[src/rtl/sfs_pkg.sv]
package sfs_pkg;

   localparam int COUNT_WIDTH = 8;
   localparam int TIMER_WIDTH = 24;

   localparam int SF_COUNT    = 6;
   localparam int SF_WIDTH    = 4;
   localparam int INDEX_WIDTH = 3;
   localparam int RSSI_WIDTH  = 9;
   localparam int SNR_WIDTH   = 8;
   localparam int DWELL_WIDTH = 24;
   localparam int CSR_DATA_WIDTH  = DWELL_WIDTH;
   localparam int CSR_INDEX_WIDTH = 1;
   localparam int LIMIT_WIDTH = (TIMER_WIDTH > DWELL_WIDTH) ? TIMER_WIDTH : DWELL_WIDTH;

   localparam logic [SF_WIDTH-1:0]    SF_LOW  = 4'd7;
   localparam logic [SF_WIDTH-1:0]    SF_HIGH = 4'd12;
   localparam logic [INDEX_WIDTH-1:0] LAST_INDEX = 3'(SF_COUNT - 1);

   localparam logic signed [RSSI_WIDTH-1:0] RSSI_FLOOR = -9'sd140;
   localparam logic signed [SNR_WIDTH-1:0]  SNR_FLOOR  = -8'sd20;

   localparam logic [DWELL_WIDTH-1:0] DWELL_RESET      = 24'd5000;
   localparam logic [SF_WIDTH-1:0]    DEFAULT_SF_RESET = SF_LOW;

   localparam logic [COUNT_WIDTH-1:0] COUNT_MAX = '1;
   localparam logic [TIMER_WIDTH-1:0] TIMER_MAX = '1;

   localparam logic [CSR_INDEX_WIDTH-1:0] REG_DWELL_TICKS = 1'd0;
   localparam logic [CSR_INDEX_WIDTH-1:0] REG_DEFAULT_SF  = 1'd1;

   typedef enum logic [1:0] {
      ACT_START  = 2'd0,
      ACT_PACKET = 2'd1,
      ACT_TICK   = 2'd2
   } action_type;

   typedef logic [COUNT_WIDTH-1:0]            count_type;
   typedef logic signed [RSSI_WIDTH-1:0]      rssi_type;
   typedef logic signed [SNR_WIDTH-1:0]       snr_type;

   typedef count_type count_array_type [SF_COUNT];
   typedef rssi_type  rssi_array_type  [SF_COUNT];
   typedef snr_type   snr_array_type   [SF_COUNT];

   typedef struct packed {
      logic [SF_WIDTH-1:0] sf;
      rssi_type            rssi;
      snr_type             snr;
   } packet_type;

   // one decoded beat, only set on the cycle it is processed
   typedef struct packed {
      logic start;
      logic packet;
      logic tick;
   } scan_cmd_type;

   typedef struct packed {
      logic                   scanning;
      logic                   scanning_next;
      logic                   dwell_end;
      logic                   last_factor;
      logic [INDEX_WIDTH-1:0] factor_index;
      logic [SF_WIDTH-1:0]    next_sf;
   } scan_status_type;

endpackage

[src/rtl/sfs_req_if.sv]
interface sfs_req_if;
   import sfs_pkg::*;

   logic                   valid;
   logic                   ready;
   logic [1:0]             action;
   logic [SF_WIDTH-1:0]    packet_sf;
   logic signed [RSSI_WIDTH-1:0] packet_rssi;
   logic signed [SNR_WIDTH-1:0]  packet_snr;

   modport source (output valid, action, packet_sf, packet_rssi, packet_snr, input ready);
   modport sink   (input valid, action, packet_sf, packet_rssi, packet_snr, output ready);
endinterface

[src/rtl/sfs_rsp_if.sv]
interface sfs_rsp_if;
   import sfs_pkg::*;

   logic                   valid;
   logic                   ready;
   logic                   tune_valid;
   logic [SF_WIDTH-1:0]    tune_sf;
   logic                   scan_busy;
   logic                   scan_done;
   logic [SF_WIDTH-1:0]    best_sf;
   logic [SF_COUNT-1:0]    activity_mask;

   modport source (output valid, tune_valid, tune_sf, scan_busy, scan_done, best_sf,
                   activity_mask, input ready);
   modport sink   (input valid, tune_valid, tune_sf, scan_busy, scan_done, best_sf,
                   activity_mask, output ready);
endinterface

[src/rtl/sfs_scan_ctrl.sv]
module sfs_scan_ctrl (
   input  logic                             clock,
   input  logic                             reset,
   input  sfs_pkg::scan_cmd_type            cmd,
   input  logic [sfs_pkg::DWELL_WIDTH-1:0]  dwell_ticks,
   output sfs_pkg::scan_status_type         status
);
   import sfs_pkg::*;

   logic                   scanning_ff, scanning_in;
   logic [INDEX_WIDTH-1:0] index_ff, index_in;
   logic [TIMER_WIDTH-1:0] elapsed_ff, elapsed_in;

   logic [TIMER_WIDTH-1:0] elapsed_inc;
   logic [LIMIT_WIDTH-1:0] dwell_wide, tmax_wide, limit;
   logic [INDEX_WIDTH-1:0] factor;
   logic                   dwell_end, last_factor;

   always_comb begin
      elapsed_inc = (elapsed_ff == TIMER_MAX) ? elapsed_ff : elapsed_ff + 1'b1;
      dwell_wide  = LIMIT_WIDTH'(dwell_ticks);
      tmax_wide   = LIMIT_WIDTH'(TIMER_MAX);
      limit       = (dwell_wide > tmax_wide) ? tmax_wide : dwell_wide;
      factor      = (index_ff > LAST_INDEX) ? LAST_INDEX : index_ff;
      last_factor = (factor == LAST_INDEX);
      dwell_end   = cmd.tick && scanning_ff && (LIMIT_WIDTH'(elapsed_inc) >= limit);
   end

   always_comb begin
      scanning_in = scanning_ff;
      index_in    = index_ff;
      elapsed_in  = elapsed_ff;
      if (cmd.start) begin
         scanning_in = 1'b1;
         index_in    = '0;
         elapsed_in  = '0;
      end else if (cmd.tick && scanning_ff) begin
         if (dwell_end) begin
            elapsed_in = '0;
            if (last_factor) begin
               scanning_in = 1'b0;
               index_in    = '0;
            end else begin
               index_in = factor + 1'b1;
            end
         end else begin
            elapsed_in = elapsed_inc;
         end
      end
   end

   always_ff @(posedge clock) begin
      if (reset) begin
         scanning_ff <= 1'b0;
         index_ff    <= '0;
         elapsed_ff  <= '0;
      end else begin
         scanning_ff <= scanning_in;
         index_ff    <= index_in;
         elapsed_ff  <= elapsed_in;
      end
   end

   always_comb begin
      status.scanning      = scanning_ff;
      status.scanning_next = scanning_in;
      status.dwell_end     = dwell_end;
      status.last_factor   = last_factor;
      status.factor_index  = factor;
      status.next_sf       = SF_LOW + SF_WIDTH'(factor) + 1'b1;
   end
endmodule

[src/rtl/sfs_records.sv]
module sfs_records (
   input  logic                               clock,
   input  logic                               reset,
   input  sfs_pkg::scan_cmd_type              cmd,
   input  sfs_pkg::packet_type                packet,
   input  logic                               mark,
   input  logic [sfs_pkg::INDEX_WIDTH-1:0]    mark_index,
   output sfs_pkg::count_array_type           counts,
   output sfs_pkg::rssi_array_type            peaks,
   output logic [sfs_pkg::SF_COUNT-1:0]       active_next
);
   import sfs_pkg::*;

   count_array_type     count_ff, count_in;
   rssi_array_type      rssi_ff, rssi_in;
   snr_array_type       snr_ff, snr_in;
   logic [SF_COUNT-1:0] active_ff, active_in;

   logic                   sf_ok;
   logic [INDEX_WIDTH-1:0] pkt_index;

   always_comb begin
      sf_ok     = (packet.sf >= SF_LOW) && (packet.sf <= SF_HIGH);
      pkt_index = INDEX_WIDTH'(packet.sf - SF_LOW);
   end

   // each record only looks at its own entry
   always_comb begin
      count_in  = count_ff;
      rssi_in   = rssi_ff;
      snr_in    = snr_ff;
      active_in = active_ff;
      for (int i = 0; i < SF_COUNT; i++) begin
         if (cmd.start) begin
            count_in[i]  = '0;
            rssi_in[i]   = RSSI_FLOOR;
            snr_in[i]    = SNR_FLOOR;
            active_in[i] = 1'b0;
         end else begin
            if (cmd.packet && sf_ok && pkt_index == INDEX_WIDTH'(i)) begin
               if (count_ff[i] != COUNT_MAX) count_in[i] = count_ff[i] + 1'b1;
               if (packet.rssi > rssi_ff[i]) rssi_in[i] = packet.rssi;
               if (packet.snr > snr_ff[i]) snr_in[i] = packet.snr;
            end
            if (mark && mark_index == INDEX_WIDTH'(i) && count_ff[i] != '0) begin
               active_in[i] = 1'b1;
            end
         end
      end
   end

   always_ff @(posedge clock) begin
      if (reset) begin
         for (int i = 0; i < SF_COUNT; i++) begin
            count_ff[i] <= '0;
            rssi_ff[i]  <= RSSI_FLOOR;
            snr_ff[i]   <= SNR_FLOOR;
         end
         active_ff <= '0;
      end else begin
         count_ff  <= count_in;
         rssi_ff   <= rssi_in;
         snr_ff    <= snr_in;
         active_ff <= active_in;
      end
   end

   assign counts      = count_ff;
   assign peaks       = rssi_ff;
   assign active_next = active_in;
endmodule

[src/rtl/sfs_best_pick.sv]
module sfs_best_pick (
   input  sfs_pkg::count_array_type          counts,
   input  sfs_pkg::rssi_array_type           peaks,
   input  logic [sfs_pkg::SF_WIDTH-1:0]      default_sf,
   output logic [sfs_pkg::SF_WIDTH-1:0]      best_sf
);
   import sfs_pkg::*;

   logic [SF_WIDTH-1:0] fallback;
   logic [SF_WIDTH-1:0] best;
   count_type           most;
   rssi_type            rssi;

   always_comb begin
      if (default_sf < SF_LOW) fallback = SF_LOW;
      else if (default_sf > SF_HIGH) fallback = SF_HIGH;
      else fallback = default_sf;

      best = fallback;
      most = '0;
      rssi = RSSI_FLOOR;
      // most packets wins, strictly higher peak rssi breaks a tie
      for (int i = 0; i < SF_COUNT; i++) begin
         if (counts[i] > most) begin
            most = counts[i];
            best = SF_LOW + SF_WIDTH'(i);
            rssi = peaks[i];
         end else if (counts[i] == most && most != '0 && peaks[i] > rssi) begin
            best = SF_LOW + SF_WIDTH'(i);
            rssi = peaks[i];
         end
      end
      best_sf = (most == '0) ? fallback : best;
   end
endmodule

[src/rtl/spreading_factor_scan_selector.sv]
// a request beat passes the input register, then the response register, to rsp_ch
// one beat per cycle unless stalled; a new request is taken while a response waits
// the input register holds one beat, the response register one; ready drops only
// when both are full and the response side stalls
// synchronous active-high reset: scan idle, records cleared, dwell 5000, default sf 7
module spreading_factor_scan_selector (
   input  logic                                 clock,
   input  logic                                 reset,
   input  logic                                 csr_write_enable,
   input  logic [sfs_pkg::CSR_INDEX_WIDTH-1:0]  csr_index,
   input  logic [sfs_pkg::CSR_DATA_WIDTH-1:0]   csr_write_data,
   sfs_req_if.sink                              req_ch,
   sfs_rsp_if.source                            rsp_ch
);
   import sfs_pkg::*;

   // configuration registers
   logic [DWELL_WIDTH-1:0] dwell_ff;
   logic [SF_WIDTH-1:0]    default_sf_ff;

   // input register
   logic                in_valid_ff, in_valid_in;
   logic [1:0]          action_ff;
   packet_type          packet_ff;

   // response register
   logic                rsp_valid_ff, rsp_valid_in;
   logic                tune_valid_ff, tune_valid_in;
   logic [SF_WIDTH-1:0] tune_sf_ff, tune_sf_in;
   logic                busy_ff, busy_in;
   logic                done_ff, done_in;
   logic [SF_WIDTH-1:0] best_ff, best_in;
   logic [SF_COUNT-1:0] mask_ff, mask_in;

   logic                out_open, fire, req_take;
   scan_cmd_type        cmd;
   scan_status_type     status;
   count_array_type     counts;
   rssi_array_type      peaks;
   logic [SF_COUNT-1:0] active_next;
   logic [SF_WIDTH-1:0] best_sf;

   // handshake: the input beat moves on when the response register is empty or being read
   assign out_open     = !rsp_valid_ff || rsp_ch.ready;
   assign fire         = in_valid_ff && out_open;
   assign req_ch.ready = !in_valid_ff || out_open;
   assign req_take     = req_ch.valid && req_ch.ready;

   always_comb begin
      if (req_take) in_valid_in = 1'b1;
      else if (fire) in_valid_in = 1'b0;
      else in_valid_in = in_valid_ff;

      if (fire) rsp_valid_in = 1'b1;
      else if (rsp_ch.ready) rsp_valid_in = 1'b0;
      else rsp_valid_in = rsp_valid_ff;
   end

   // decode the held beat; packets only count while scanning, code three does nothing
   always_comb begin
      cmd = '0;
      if (fire) begin
         case (action_type'(action_ff))
            ACT_START:  cmd.start  = 1'b1;
            ACT_PACKET: cmd.packet = status.scanning;
            ACT_TICK:   cmd.tick   = status.scanning;
            default:    cmd        = '0;
         endcase
      end
   end

   sfs_scan_ctrl u_scan_ctrl (
      .clock       (clock),
      .reset       (reset),
      .cmd         (cmd),
      .dwell_ticks (dwell_ff),
      .status      (status)
   );

   sfs_records u_records (
      .clock       (clock),
      .reset       (reset),
      .cmd         (cmd),
      .packet      (packet_ff),
      .mark        (status.dwell_end),
      .mark_index  (status.factor_index),
      .counts      (counts),
      .peaks       (peaks),
      .active_next (active_next)
   );

   // ticks never change counts or peaks, so the current counts are final here
   sfs_best_pick u_best_pick (
      .counts     (counts),
      .peaks      (peaks),
      .default_sf (default_sf_ff),
      .best_sf    (best_sf)
   );

   // response fields for the beat being processed
   always_comb begin
      tune_valid_in = cmd.start || status.dwell_end;
      done_in       = status.dwell_end && status.last_factor;
      if (cmd.start) tune_sf_in = SF_LOW;
      else if (done_in) tune_sf_in = best_sf;
      else if (status.dwell_end) tune_sf_in = status.next_sf;
      else tune_sf_in = '0;
      best_in = done_in ? best_sf : '0;
      busy_in = status.scanning_next;
      mask_in = active_next;
   end

   // control registers
   always_ff @(posedge clock) begin
      if (reset) begin
         in_valid_ff   <= 1'b0;
         rsp_valid_ff  <= 1'b0;
         dwell_ff      <= DWELL_RESET;
         default_sf_ff <= DEFAULT_SF_RESET;
      end else begin
         in_valid_ff  <= in_valid_in;
         rsp_valid_ff <= rsp_valid_in;
         if (csr_write_enable) begin
            case (csr_index)
               REG_DWELL_TICKS: dwell_ff      <= csr_write_data[DWELL_WIDTH-1:0];
               REG_DEFAULT_SF:  default_sf_ff <= csr_write_data[SF_WIDTH-1:0];
               default:         dwell_ff      <= dwell_ff;
            endcase
         end
      end
   end

   // payload registers
   always_ff @(posedge clock) begin
      if (req_take) begin
         action_ff        <= req_ch.action;
         packet_ff.sf     <= req_ch.packet_sf;
         packet_ff.rssi   <= req_ch.packet_rssi;
         packet_ff.snr    <= req_ch.packet_snr;
      end
      if (fire) begin
         tune_valid_ff <= tune_valid_in;
         tune_sf_ff    <= tune_sf_in;
         busy_ff       <= busy_in;
         done_ff       <= done_in;
         best_ff       <= best_in;
         mask_ff       <= mask_in;
      end
   end

   assign rsp_ch.valid         = rsp_valid_ff;
   assign rsp_ch.tune_valid    = tune_valid_ff;
   assign rsp_ch.tune_sf       = tune_sf_ff;
   assign rsp_ch.scan_busy     = busy_ff;
   assign rsp_ch.scan_done     = done_ff;
   assign rsp_ch.best_sf       = best_ff;
   assign rsp_ch.activity_mask = mask_ff;
endmodule
[src/flat_wrapper.sv]
// flat-port wrapper written by rule: the top's interface ports become plain ports
module spreading_factor_scan_selector_flat import sfs_pkg::*;
  (clock, reset, csr_write_enable, csr_index, csr_write_data, req_ch_valid, req_ch_action, req_ch_packet_sf, req_ch_packet_rssi, req_ch_packet_snr, req_ch_ready, rsp_ch_valid, rsp_ch_tune_valid, rsp_ch_tune_sf, rsp_ch_scan_busy, rsp_ch_scan_done, rsp_ch_best_sf, rsp_ch_activity_mask, rsp_ch_ready);
  sfs_req_if req_ch_i ();
  sfs_rsp_if rsp_ch_i ();
  input  logic clock;
  input  logic reset;
  input  logic csr_write_enable;
  input  logic [sfs_pkg::CSR_INDEX_WIDTH-1:0] csr_index;
  input  logic [sfs_pkg::CSR_DATA_WIDTH-1:0] csr_write_data;
  input wire logic [$bits(req_ch_i.valid)-1:0] req_ch_valid;
  input wire logic [$bits(req_ch_i.action)-1:0] req_ch_action;
  input wire logic [$bits(req_ch_i.packet_sf)-1:0] req_ch_packet_sf;
  input wire logic [$bits(req_ch_i.packet_rssi)-1:0] req_ch_packet_rssi;
  input wire logic [$bits(req_ch_i.packet_snr)-1:0] req_ch_packet_snr;
  output wire logic [$bits(req_ch_i.ready)-1:0] req_ch_ready;
  output wire logic [$bits(rsp_ch_i.valid)-1:0] rsp_ch_valid;
  output wire logic [$bits(rsp_ch_i.tune_valid)-1:0] rsp_ch_tune_valid;
  output wire logic [$bits(rsp_ch_i.tune_sf)-1:0] rsp_ch_tune_sf;
  output wire logic [$bits(rsp_ch_i.scan_busy)-1:0] rsp_ch_scan_busy;
  output wire logic [$bits(rsp_ch_i.scan_done)-1:0] rsp_ch_scan_done;
  output wire logic [$bits(rsp_ch_i.best_sf)-1:0] rsp_ch_best_sf;
  output wire logic [$bits(rsp_ch_i.activity_mask)-1:0] rsp_ch_activity_mask;
  input wire logic [$bits(rsp_ch_i.ready)-1:0] rsp_ch_ready;
  assign req_ch_i.valid = req_ch_valid;
  assign req_ch_i.action = req_ch_action;
  assign req_ch_i.packet_sf = req_ch_packet_sf;
  assign req_ch_i.packet_rssi = req_ch_packet_rssi;
  assign req_ch_i.packet_snr = req_ch_packet_snr;
  assign req_ch_ready = req_ch_i.ready;
  assign rsp_ch_valid = rsp_ch_i.valid;
  assign rsp_ch_tune_valid = rsp_ch_i.tune_valid;
  assign rsp_ch_tune_sf = rsp_ch_i.tune_sf;
  assign rsp_ch_scan_busy = rsp_ch_i.scan_busy;
  assign rsp_ch_scan_done = rsp_ch_i.scan_done;
  assign rsp_ch_best_sf = rsp_ch_i.best_sf;
  assign rsp_ch_activity_mask = rsp_ch_i.activity_mask;
  assign rsp_ch_i.ready = rsp_ch_ready;
  spreading_factor_scan_selector u_core (.clock(clock), .reset(reset), .csr_write_enable(csr_write_enable), .csr_index(csr_index), .csr_write_data(csr_write_data), .req_ch(req_ch_i), .rsp_ch(rsp_ch_i));
endmodule
[config.mk]
export PLATFORM = sky130hd
export DESIGN_NAME = spreading_factor_scan_selector_flat
export DESIGN_NICKNAME = d
export VERILOG_FILES = /design/src/rtl/sfs_pkg.sv /design/src/rtl/sfs_req_if.sv /design/src/rtl/sfs_rsp_if.sv /design/src/rtl/sfs_scan_ctrl.sv /design/src/rtl/sfs_records.sv /design/src/rtl/sfs_best_pick.sv /design/src/rtl/spreading_factor_scan_selector.sv /design/src/flat_wrapper.sv
export SDC_FILE = /design/constraint.sdc
export NUM_CORES = 1
export LEC_CHECK = 0
export BUFFER_PORTS_ARGS = -buffer_cell sky130_fd_sc_hd__buf_2
export CAP_MARGIN = 20
export CORE_MARGIN = 1
export CORE_UTILIZATION = 38
export CTS_CLUSTER_DIAMETER = 60
export DETAILED_ROUTE_END_ITERATION = 16
export SLEW_MARGIN = 10
export SYNTH_ARGS = -nofsm -noshare
export SYNTH_HDL_FRONTEND = slang
export SYNTH_HIERARCHICAL = 1
export SYNTH_SLANG_ARGS = --single-unit
[constraint.sdc]
create_clock -name clock -period 17.36 [get_ports clock]
set_input_delay 3.472 -clock clock [delete_from_list [all_inputs] [get_ports clock]]
set_output_delay 3.472 -clock clock [all_outputs]
set_load 0.02 [all_outputs]
# Word level (Yosys, flattened, before mapping)
# Index checks and enable logic that the tools add are counted.
[classes]
add_sub_neg = 11
mul = 0
div_mod_pow = 0
order_cmp = 24
eq_ne = 24
n_shift = 0
n_mux = 60
bitwise = 1
reduce_logical = 72
[ops]
columns = ["op", "n"]
rows = [
  ["9-bit greater-than comparator", 11],
  ["8-bit nonzero test", 11],
  ["9-bit two-way mux", 9],
  ["24-bit two-way mux", 3],
  ["4-bit two-way mux", 16],
  ["8-bit by 1-bit adder with 8-bit output (second input constant)", 6],
  ["8-bit two-way mux", 6],
  ["8-bit != test (second input constant)", 6],
  ["8-bit == test", 5],
  ["8-bit greater-than comparator", 5],
  ["1-bit logical AND", 34],
  ["2-bit AND reduction", 15],
  ["24-bit by 1-bit adder with 24-bit output (second input constant)", 1],
  ["24-bit == test (second input constant)", 1],
  ["24-bit greater-or-equal comparator", 1],
  ["24-bit greater-than comparator (second input constant)", 1],
  ["1-bit two-way mux", 23],
  ["3-bit by 2-bit == test with 1-bit output (second input constant)", 4],
  ["3-bit == test (second input constant)", 4],
  ["3-bit two-way mux", 3],
  ["8-bit by 1-bit greater-than comparator with 1-bit output (second input constant)", 1],
  ["8-bit logical NOT", 1],
  ["3-bit by 1-bit == test with 1-bit output (second input constant)", 2],
  ["3-bit logical NOT", 2],
  ["17 further kinds", 21],
]
[word_totals]
register_bits = 198
latchBits = 0
mem_bits_rw = 0
mem_bits_ro = 0
input_bits = 53
out_inout_bits = 19
elab_cells = 221
mem_count = 0

# Longest topological paths before layout
[depth]
ltp_word = 25
mapped_depth = 62

# Cells and area by module
# Netlist, hierarchy kept.
[by_module_without_submodules]
columns = ["module", "n_inst", "cells_each", "area_per_inst_um2", "seq_area_each_um2"]
rows = [
  ["sfs_records", 1, 744, 6396.1, 2162.1],
  ["sfs_best_pick", 1, 475, 3347.0, 0.0],
  ["sfs_scan_ctrl", 1, 320, 2543.7, 560.5],
  ["spreading_factor_scan_selector", 1, 196, 2533.7, 1801.7],
]

# Worst setup path after synthesis
# Ideal clock, no wire load.
[synth_timing]
path_type = "register to register"
startpoint = "reg u_core.u_records.count_ff, in the netlist u_core/u_records/counts[45]"
endpoint = "reg u_core.tune_sf_ff[3] (netlist: u_core/rsp_ch.tune_sf[3]), data pin"
setup_time_ps = 255
t_arrival_ps = 10601
setup_slack_ps = 6504
stages_incl_launch_ff = 60
cell_sequence = "dfxtp_1 -> nor4_1 -> and2_1 -> clkbuf_1 -> nor2_1 -> ha_1 -> a211oi_1 -> nand2_1 -> o221ai_1 -> a31oi_1 -> a21oi_1 -> nor2_1 -> a21oi_1 -> inv_1 -> ha_1 -> o211ai_1 -> o211ai_1 -> a31oi_1 -> [24 not listed] -> a21oi_1 -> clkbuf_1 -> nor2_1 -> a21o_1 -> ha_1 -> nor2b_1 -> o21a_1 -> o21a_1 -> o21ai_0 -> nand2b_1 -> a21oi_1 -> o21ai_0 -> o211ai_1 -> o21ai_0 -> a211o_1 -> o32a_1 -> mux2_1 -> and3_1"
[synth_between]
elab_chain_len = 25
elab_cells_between_ends = 60
cone_classes = "11 x order compare; 5 x eq/ne; 28 x mux; 16 x reduce/logical"
[synth_rtl]
columns = ["item", "line", "source"]
rows = [
  ["start, declared", "sfs_records.sv:14", "count_array_type count_ff, count_in;"],
  ["start signal, assigned", "sfs_records.sv:61", "count_ff <= count_in;"],
  ["parallel branches: the longest is 23 deep, another holds 9-bit greater-than comparator", "n/a", ""],
  ["4-bit two-way mux (*)", "sfs_best_pick.sv:33", "best_sf = (most == '0) ? fallback : best;"],
  ["via u_core.best_sf[3]", "spreading_factor_scan_selector.sv:41", "logic [SF_WIDTH-1:0] best_sf;"],
  ["4-bit two-way mux (*)", "spreading_factor_scan_selector.sv:105", "else if (done_in) tune_sf_in = best_sf;"],
  ["end signal, assigned", "spreading_factor_scan_selector.sv:143", "tune_sf_ff <= tune_sf_in;"],
  ["end, declared", "spreading_factor_scan_selector.sv:29", "logic [SF_WIDTH-1:0] tune_sf_ff, tune_sf_in;"],
]
# Mark *: on every way through the listed nets, which the timed path passes.
# A chain may end at the register's enable or synchronous reset.

# Final worst setup path
[layout_timing]
startpoint = "reg u_core.u_records.count_ff, in the netlist u_core/u_records/counts[42]"
endpoint = "reg u_core.tune_sf_ff[3] (netlist: u_core/rsp_ch.tune_sf[3]), data pin"
# Same word-level chain as after synthesis.

==> results_dict.tcl <==
set metrics [dict create \
    port_buffers 63 \
    worst_setup_path_start_kind "flop" \
    gp_congestion 0.8825 \
    hold_path_depth 2 \
    vdd_ir_drop_max_mv 0.07624 \
    maxCapViolCount 0 \
    holdBufCountCts 0 \
    drtIter0Drc 831 \
    fin_nets 1978 \
    max_freq_ghz 0.07896 \
    r2r_start "u_core/u_records/counts[42]" \
    num_vias 12390 \
    vias_per_cell 5.452 \
    critPathSlowestCell "o41ai_4" \
    yosys_warnings 6 \
    grt.met1_usage_pct 26.51 \
    syn_avg_cell_area_um2 8.443 \
    dieArea_um2 39160 \
    grt_pass1_vias 11870 \
    r2r_slack_ns 4.70 \
    fp.dieW_um 197.9 \
    crit_arrival_ns 12.89 \
    clkTransAtPathRegs_ns 0.08 \
    clk_latency_ns 0.47 \
    cp_max_fo 21 \
    dr.pass1.iters 5 \
    antenna_found_initial 0 \
    place_ws_ns 4.953 \
    grt_busiest_layer "met2" \
    postSynthCellCount 1727 \
    rsz0062_at_grt "no" \
    grt_use_met3_pct 3.321 \
    drc 0 \
    grt-ovfl-total 0 \
    power.total_mw 0.9589 \
    synth_nets 1956 \
    worstPathRequired_ns 17.59 \
    postCtsSetupRepairBufs 0 \
    reg2reg_depth 54 \
    cts.sinks 198 \
    drtAntennaViolNets 0 \
    cts_buffers 17 \
    cts_resized 0 \
    crit_type "flop to flop" \
    p_leak_nw 6.995 \
    initial_core_util_pct 38.62 \
    p_per_area_nw_per_um2 60.71 \
    wl_um 38230 \
    crit_path_end_kind "flop" \
    dp_hpwl_um 28530 \
    synth_area_um2 14580 \
    hold_path.class "flop to flop" \
    cts-root-buf "clkbuf_16" \
    whs_endpoint "u_core/dwell_ff[5]" \
    hold_viol 0 \
    worst_slack_ns 4.696 \
    drive_gt1_share_pct 11.35 \
    avgRoutedWirePerCell_um 16.82 \
    fin_crit_sh_pct 72.95 \
    grt_start_max_net_pins 60 \
    track_usage_pct 19.94 \
    critical-path-top-cell-by-count "o21ai_0" \
    worstReg2RegEnd "u_core/rsp_ch.tune_sf[3]" \
    min_from "u_core/dwell_ff[5]" \
    cp_slowest_stage_delay_ns 0.87 \
    period_minus_slack_ns 12.66 \
    grt_pass1_wl_um 61290 \
    final_cell_mix "nand2_1, ha_1, inv_1" \
    io_pins 72 \
    rows 71 \
    clock_path_buffers 2 \
    finalSetupViolCount 0 \
    coreArea_um2 37760 \
    status "finished clean" \
    cts_max_level 4 \
    worstMarginPinSlew_ns 1.087 \
    finalSetupTns_ns 0 \
    n_antenna_cell 0 \
    use_met2_pct 32.24 \
    die_h_um 197.9 \
    final_common_cell "nand2_1" \
    area_delta_synth_final_pct 8.324 \
    slew_violations 0 \
    slew_headroom_pct 27.53 \
    skew_ns 0.01617 \
    cts_tree "done" \
]
worst max path at each step:
stage / start / endpoint / slack [ns] / depth (start not counted)
floorplan: u_core/u_records/counts[45] / u_core/rsp_ch.tune_sf[3] / 6.50 / 59
global placement: u_core/u_records/counts[42] / u_core/rsp_ch.tune_sf[3] / 5.16 / 54
detailed placement: u_core/u_records/counts[42] / u_core/rsp_ch.tune_sf[3] / 4.95 / 54
CTS: u_core/u_records/counts[42] / u_core/rsp_ch.tune_sf[3] / 4.84 / 54
global route: u_core/u_records/counts[42] / u_core/rsp_ch.tune_sf[3] / 3.91 / 54
finish: u_core/u_records/counts[42] / u_core/rsp_ch.tune_sf[3] / 4.70 / 54
critical path, delay by kind of cell (launching register included):
family	cells	cell delay [ns]
compound gates	33	7.59
fa+ha+maj	5	1.51
flops	1	0.39
simple gates	11	1.77
buf+inv	3	0.48
mux	2	0.68
power breakdown:
part	internal (mW)	leakage [nW]	switching, mW	total, mW
combinational	0.0288	5.07	0.0523	0.0811
clock	0.191	0.274	0.201	0.391
sequential	0.475	1.65	0.0115	0.486
total	0.694	6.99	0.265	0.959
per-stage QoR:
step | util (%) | instances | hold slack [ns] | cell area [um2]
2_1_floorplan | - | 1727 | 0.4302 | 14580
3_3_place_gp | 40.33 | 2241 | 0.4451 | 15230
3_5_place_dp | 40.33 | 2241 | 0.4480 | 15230
4_1_cts | 41.83 | 2273 | 0.4600 | 15790
5_1_grt | 41.83 | 2273 | 0.4893 | 15790
6_report | 41.83 | 2273 | 0.4577 | 15790
routing by layer:
layer	up-vias	routed length, um
li1	6223	-
met1	5822	18290
met2	298	17250
met3	49	1778
met4	0	913
met5	-	0
final cells by class:
class	count	area, um2
Clock buffer	19	432.9
Clock inverter	13	135.1
Fill cell	3750	21960
Inverter	169	634.4
Multi-Input combinational cell	1287	9255
Sequential cell	198	4284
Tap cell	511	639.4
Timing Repair Buffer	76	412.9
sequential cells by signal, summed over array words and instances, names as in the netlist, 2 cells and up:
signal	count
u_core/action_ff	2
u_core/default_sf_ff	4
u_core/dwell_ff	24
u_core/packet_ff	13
u_core/rsp_ch.activity_mask	6
u_core/rsp_ch.best_sf	4
u_core/rsp_ch.tune_sf	4
u_core/u_records/active_ff	6
u_core/u_records/counts	48
u_core/u_records/peaks	54
u_core/u_scan_ctrl/elapsed_ff	24
u_core/u_scan_ctrl/index_ff	3
(Power assumes the default switching activity.)
